===== config.mk =====
export PLATFORM = sky130hd
export DESIGN_NAME = fmis_ctrl
export DESIGN_NICKNAME = d
export VERILOG_FILES = /design/src/hw/rtl/fmis_pkg.sv /design/src/hw/rtl/fmis_ctrl.sv
export SDC_FILE = /design/constraint.sdc
export NUM_CORES = 1
export LEC_CHECK = 0
export BUFFER_PORTS_ARGS = -buffer_cell sky130_fd_sc_hd__buf_2
export CAP_MARGIN = 20
export CELL_PAD_IN_SITES_DETAIL_PLACEMENT = 1
export CELL_PAD_IN_SITES_GLOBAL_PLACEMENT = 1
export CORE_AREA = 2 2 39 41
export DETAILED_ROUTE_END_ITERATION = 12
export DIE_AREA = 0 0 41 43
export PLACE_DENSITY = 0.51
export SETUP_SLACK_MARGIN = 0.5
export SLEW_MARGIN = 0
export SYNTH_ARGS = -nofsm -noshare
export SYNTH_HDL_FRONTEND = slang
export SYNTH_SLANG_ARGS = --single-unit
export TNS_END_PERCENT = 10

===== constraint.sdc =====
create_clock -name clk -period 2.6 [get_ports clk]
set_clock_uncertainty 0.15 [all_clocks]
set_input_delay 0.65 -clock clk [delete_from_list [all_inputs] [get_ports clk]]
set_output_delay 0.65 -clock clk [all_outputs]
set_load 0.01 [all_outputs]

===== src/hw/rtl/fmis_pkg.sv =====
// Shared request/result types and operation codes for the first-match index search.
package fmis_pkg;

  localparam int unsigned OP_W    = 2;
  localparam int unsigned LIST_W  = 2;
  localparam int unsigned POS_W   = 8;
  localparam int unsigned INDEX_W = 31;
  // Stored word: valid flag on top of the node index
  localparam int unsigned WORD_W  = INDEX_W + 1;

  localparam logic [OP_W-1:0] OP_CLEAR  = 2'd0;
  localparam logic [OP_W-1:0] OP_LOAD   = 2'd1;
  localparam logic [OP_W-1:0] OP_QUERY  = 2'd2;
  localparam logic [OP_W-1:0] OP_UNUSED = 2'd3;

  typedef struct packed {
    logic [OP_W-1:0]    operation;
    logic [LIST_W-1:0]  list_number;
    logic [POS_W-1:0]   list_position;
    logic [INDEX_W-1:0] node_index;
  } req_t;

  typedef struct packed {
    logic [LIST_W-1:0] recv_list;
    logic [POS_W-1:0]  recv_position;
    logic [LIST_W-1:0] send_list;
    logic [POS_W-1:0]  send_position;
  } res_t;

  // Controller to datapath
  typedef struct packed {
    logic start;       // latch request, rewind the address counter
    logic load;        // write one entry (datapath checks range)
    logic clear_step;  // invalidate entry at counter, advance
    logic scan_step;   // read entry at counter, advance
    logic capture;     // latch match coordinates
    logic push;        // move match into the result register
  } cmd_t;

  // Datapath to controller
  typedef struct packed {
    logic sweep_last;  // counter sits on the last entry
    logic hit;         // entry just read matches the query
    logic miss_last;   // last entry read and no match
    logic res_free;    // result register can take a new result
  } sts_t;

endpackage


===== src/hw/rtl/fmis_ctrl.sv =====
// Controller state machine: sequences clear sweeps, loads, scans and result hand-off.
module fmis_ctrl
  import fmis_pkg::*;
(
  input  logic            clk,
  input  logic            rst,
  input  logic            req_valid,
  input  logic [OP_W-1:0] req_op,
  output logic            req_ready,
  input  sts_t            sts,
  output cmd_t            cmd
);

  typedef enum logic [1:0] {
    ST_CLEAR,
    ST_IDLE,
    ST_SCAN,
    ST_PUSH
  } state_t;

  state_t state;
  state_t state_next;
  logic   accept;

  assign req_ready = (state == ST_IDLE);
  assign accept    = req_valid && req_ready;

  // Decode commands
  always_comb begin
    cmd            = '0;
    cmd.start      = accept && ((req_op == OP_CLEAR) || (req_op == OP_QUERY));
    cmd.load       = accept && (req_op == OP_LOAD);
    cmd.clear_step = (state == ST_CLEAR);
    cmd.scan_step  = (state == ST_SCAN);
    cmd.capture    = (state == ST_SCAN) && sts.hit;
    cmd.push       = (state == ST_PUSH) && sts.res_free;
  end

  // Next state
  always_comb begin
    state_next = state;
    unique case (state)
      ST_IDLE: begin
        if (accept && (req_op == OP_CLEAR)) begin
          state_next = ST_CLEAR;
        end else if (accept && (req_op == OP_QUERY)) begin
          state_next = ST_SCAN;
        end
      end
      ST_CLEAR: begin
        if (sts.sweep_last) begin
          state_next = ST_IDLE;
        end
      end
      ST_SCAN: begin
        if (sts.hit) begin
          state_next = ST_PUSH;
        end else if (sts.miss_last) begin
          state_next = ST_IDLE;
        end
      end
      ST_PUSH: begin
        if (sts.res_free) begin
          state_next = ST_IDLE;
        end
      end
      default: state_next = ST_IDLE;
    endcase
  end

  // Hold state; reset starts with a sweep that invalidates the table
  always_ff @(posedge clk) begin
    if (rst) begin
      state <= ST_CLEAR;
    end else begin
      state <= state_next;
    end
  end

endmodule


== Word-level counts from Yosys, hierarchy flattened ==
Index checks and enable logic that the tools add are counted.

* Eq/ne operators: 9
* Reduce and logical (&&, ||, !) cells: 11
* Mux-type cells: 7

{| class="wikitable"
|+ Operators with widths
! kind !! count
|-
| $mux 2 || 6
|-
| $pmux 2 s4 || 1
|-
| $logic_and 1x1->1 || 7
|-
| $eq 2x2->1 const B || 3
|-
| $eq 2x1->1 const B || 2
|-
| $logic_not 2->1 || 2
|-
| $ne 2x2->1 const B || 2
|-
| $reduce_and 4->1 || 1
|-
| $ne 3x1->1 const B || 1
|-
| $ne 3x3->1 const B || 1
|-
| $logic_or 1x1->1 || 1
|}

* Logic and storage cells: 28
* Register bits: 2
* Output and inout port bits: 7

== Logic depth before layout (Yosys ltp) ==
* Depth after elaboration: 6
* Gate-level depth with buffers: 3
* Mapped depth without buffers: 3

== Worst setup path before layout ==
No wires, ideal clock.

* Path type: input to output
* Start point: input req_op[0]
* End point: output cmd[5] (netlist bit)
* Data required time: 1.800 ns
* Stages on the path: 1
* Path buffers: 0
* Slack: 0.788 ns
* Data arrival time: 1.012 ns
* Cells stage by stage: and4bb_4

* Longest elaborated chain between the ends: 3
* Elaborated cells on any way between the ends: 4
* Those cells by class: eq/ne (1); reduce/logical (3)

{| class="wikitable"
|+ Ends and longest elaborated chain
! what !! RTL line !! RTL
|-
| start: declaration || fmis_ctrl.sv:8 || <nowiki>input logic [OP_W-1:0] req_op,</nowiki>
|-
| $eq 2x2->1 or $logic_not 2->1 (tied branches) || fmis_ctrl.sv:31 || <nowiki>cmd.start = accept && ((req_op == OP_CLEAR) || (req_op == OP_QUERY));</nowiki>
|-
| $logic_or 1x1->1 * || fmis_ctrl.sv:31 ||
|-
| $logic_and 1x1->1 * || fmis_ctrl.sv:31 ||
|-
| end: declaration || fmis_ctrl.sv:11 || <nowiki>output cmd_t cmd</nowiki>
|}

Every way passes the cells marked *; elsewhere a longest branch is shown, timed or not.

==> results by group <==
STA
  • Hold Fails Final Rpt: 0
  • Max-slew headroom: 75.8%
  • Number of setup violations in the final report: 0
  • Final min period: 2.05 ns
  • Crit share post-route: 78.8%
  • Worst Max-Slew Pin Slew: around 0.36 ns
  • RSZ-0062 raised after global routing: no
  • Setup tns final: 0 ns
  • Final Max Tran Viols: 0
  • Post-route setup slack: 0.552 ns
  • FMAX: 488 MHz
  • Worst hold margin: 0.480 ns

Logic synthesis
  • Share of synthesized flip-flops with an asynchronous set or reset: 0%
  • Yosys top cell area share: 22.9%
  • Post-synthesis cell count: 18
  • Synthesized area: 175 µm²
  • Post-synthesis cell type count: 14
  • Mapped Nets: 27
  • Ys Warns: 0
  • Top-count cell post-synth: nor2_1
  • Flop and latch count out of synthesis: 2
  • EDFF count, synth: 0
  • Mean area per synthesized cell: 9.73 µm²
  • Seq/Total Area, Yosys: 22.9%
  • Top cells by area, synth: dfxtp_1 (23%), a2111oi_4 (16%), and4bb_4 (9.3%)
  • Post-synth top cells: nor2_1 (4), dfxtp_1 (2)
  • Synth area leader: dfxtp_1
  • Most used DFF post-synth: dfxtp_1

Clock network
  • CTS tree: yes
  • # clock sinks: 2
  • Clk Latency, worst-skew pair: 0.22 ns
  • Clock buffer count from CTS: 3
  • Clock Path Buffers: 2
  • Post-CTS Hold Buffers: 0
  • Post-CTS Setup Bufs: 0
  • Htree depth: 1
  • Post-CTS resize count: 0
  • Clock root buffer: clkbuf_4
  • Worst-path clk slew: ~0.03 ns

GRT
  • First-pass GRT wire length: around 850 µm
  • Initial antenna violation count: 0
  • Largest net degree at the start of global routing: 9
  • GR Overflow Total: 0
  • Global Route Usage Sum: 8.01%
  • Number of global-route vias before repair: between 200 and 250

Placement
  • I/O Buffers: 15
  • Area after DPL: 270 µm²
  • Placer Congestion: approximately 0.60
  • Setup WS pre-CTS: between 0.5 and 0.6 ns
  • Hpwl dp: about 420 µm
  • Placed cells: 49

Critical path
  • WP data required: 1.80 ns
  • Family with the most delay on the worst path: simple AND/OR/NAND/NOR gates
  • Slowest stage delay, CP: 0.36 ns
  • Worst path slowest cell: and4bb_4
  • R2R depth: 2
  • Crit-path cells: buf_2 > and4bb_4 > buf_2
  • Worst-path maximum fanout: 3
  • WS Path Type: input pin to primary output
  • Most frequent CP cell: buf_2
  • R2r startpoint: state[1]$_SDFFE_PP0P_
  • Worst R2R End: state[0]$_SDFFE_PP0P_
  • Crit path buffers/inverters: 2
  • R2R setup slack: ~1.4 ns
  • CP Depth: 3
  • Setup crit end kind: primary output
  • Crit start category: input pin
  • Critical Path AT: around 1.3 ns

Drt
  • Routed wire per std cell: around 9.8 µm
  • Via count: 201
  • Overall routed net length: a little over 500 µm
  • Routed Antenna Nets: 0
  • DR iter-0 viols: 6
  • Via/cell ratio: a little under 4
  • Drt drc: 0
  • TritonRoute pass-1 iters: 2

Die
  • Die area: 0.00176 mm²
  • Core Region: 0.00138 mm²
  • Row cnt: 14
  • Die width: slightly above 40 µm
  • DIE HEIGHT: 43 µm
  • IO Count: 16
  • Initial Utilization: around an eighth

Layout
  • Fraction of layout instances using a drive strength above 1: between 60% and 70%
  • Final instance area: 293 µm²
  • Finished Core Util: 21.2%
  • Ant diodes: 0
  • Fill count: approximately 180
  • Non-Filler Instances: 52
  • Top reg by flops: state
  • Largest registers: state: 2 flops
  • Area Growth Syn to Fin: 67.1%
  • Largest register FFs: 2
  • Final #Nets: 47

Status
  • Status: finished, final reports clean

Min path
  • Hold depth: 2
  • Endpoint, Worst Hold: state[1]$_SDFFE_PP0P_
  • Min-Delay Path Class: flip-flop to flip-flop
  • Min-Delay Startpoint: state[1]$_SDFFE_PP0P_

Pwr
  • VDD IR-drop max: 0.110 mV
  • Leakage: 0.150 nW
  • PwrDens: 452 mW/mm²
  • Power Total: 132 µW

Flow run
  • Max-cap violations: 0
## area by class of cell
| class | count | area (µm²) | share of cell area [%] |
|---|---|---|---|
| Multi-Input combinational cell | 16 | 135 | 46.2 |
| Tap cell | 16 | 20.0 | 6.84 |
| Timing Repair Buffer | 15 | 75.1 | 25.6 |
| Clock buffer | 3 | 22.5 | 7.69 |
| Sequential cell | 2 | 40.0 | 13.7 |
## logic make-up (layout without fill, tap and decap cells)
group	Yosys count	in the layout	share of synthesized area, %
AO/OA/AOI/OAI	3	3	26.4
buffers and inverters	0	18	0
flip-flops	2	2	22.9
AND/OR/NAND/NOR	13	13	50.7
## worst max path at each step
stage,startpoint,endpoint
3_5_place_dp,req_op[0],cmd[5]
5_1_grt,state[1]$_SDFFE_PP0P_,cmd[1]
4_1_cts,req_op[0],cmd[5]
2_1_floorplan,req_op[0],cmd[5]
3_3_place_gp,req_op[0],cmd[5]
6_report,req_op[0],cmd[5]
## layout by cell type, fill, tap and decap left out, drive strengths merged
cell      n
buf      15
nand3     1
a2111oi   1
o21ai     1
clkbuf    3
and4bb    1
nand3b    1
nor2b     1
nor2      4
and3      1
dfxtp     2
nor3      1
a22o      1
or2b      1
and2      1
and2b     1
## layer usage
metal / global-route usage, % / share of wire [%] / vias up
met5: 0 / 0 / -
met4: 6.00 / 0 / 0
met3: 7.33 / 15 / 0
met2: 9.69 / 37 / 15
met1: 8.28 / 48 / 83
li1: - / - / 103
## tightest hold or removal path, cell delays in order, from the launching register on
cell and delay, ns:
dfxtp_1 0.35, or2b_1 0.18, o21ai_2 0.05
## report_power, final
part	internal [mW]	total, mW	switching [mW]	leakage (nW)
combinational	0.0152	0.0282	0.0131	0.120
sequential	0.0327	0.0359	0.00324	0.0165
clock	0.0509	0.0682	0.0173	0.0138
total	0.0987	0.132	0.0336	0.150
(Power assumes the default switching activity.)
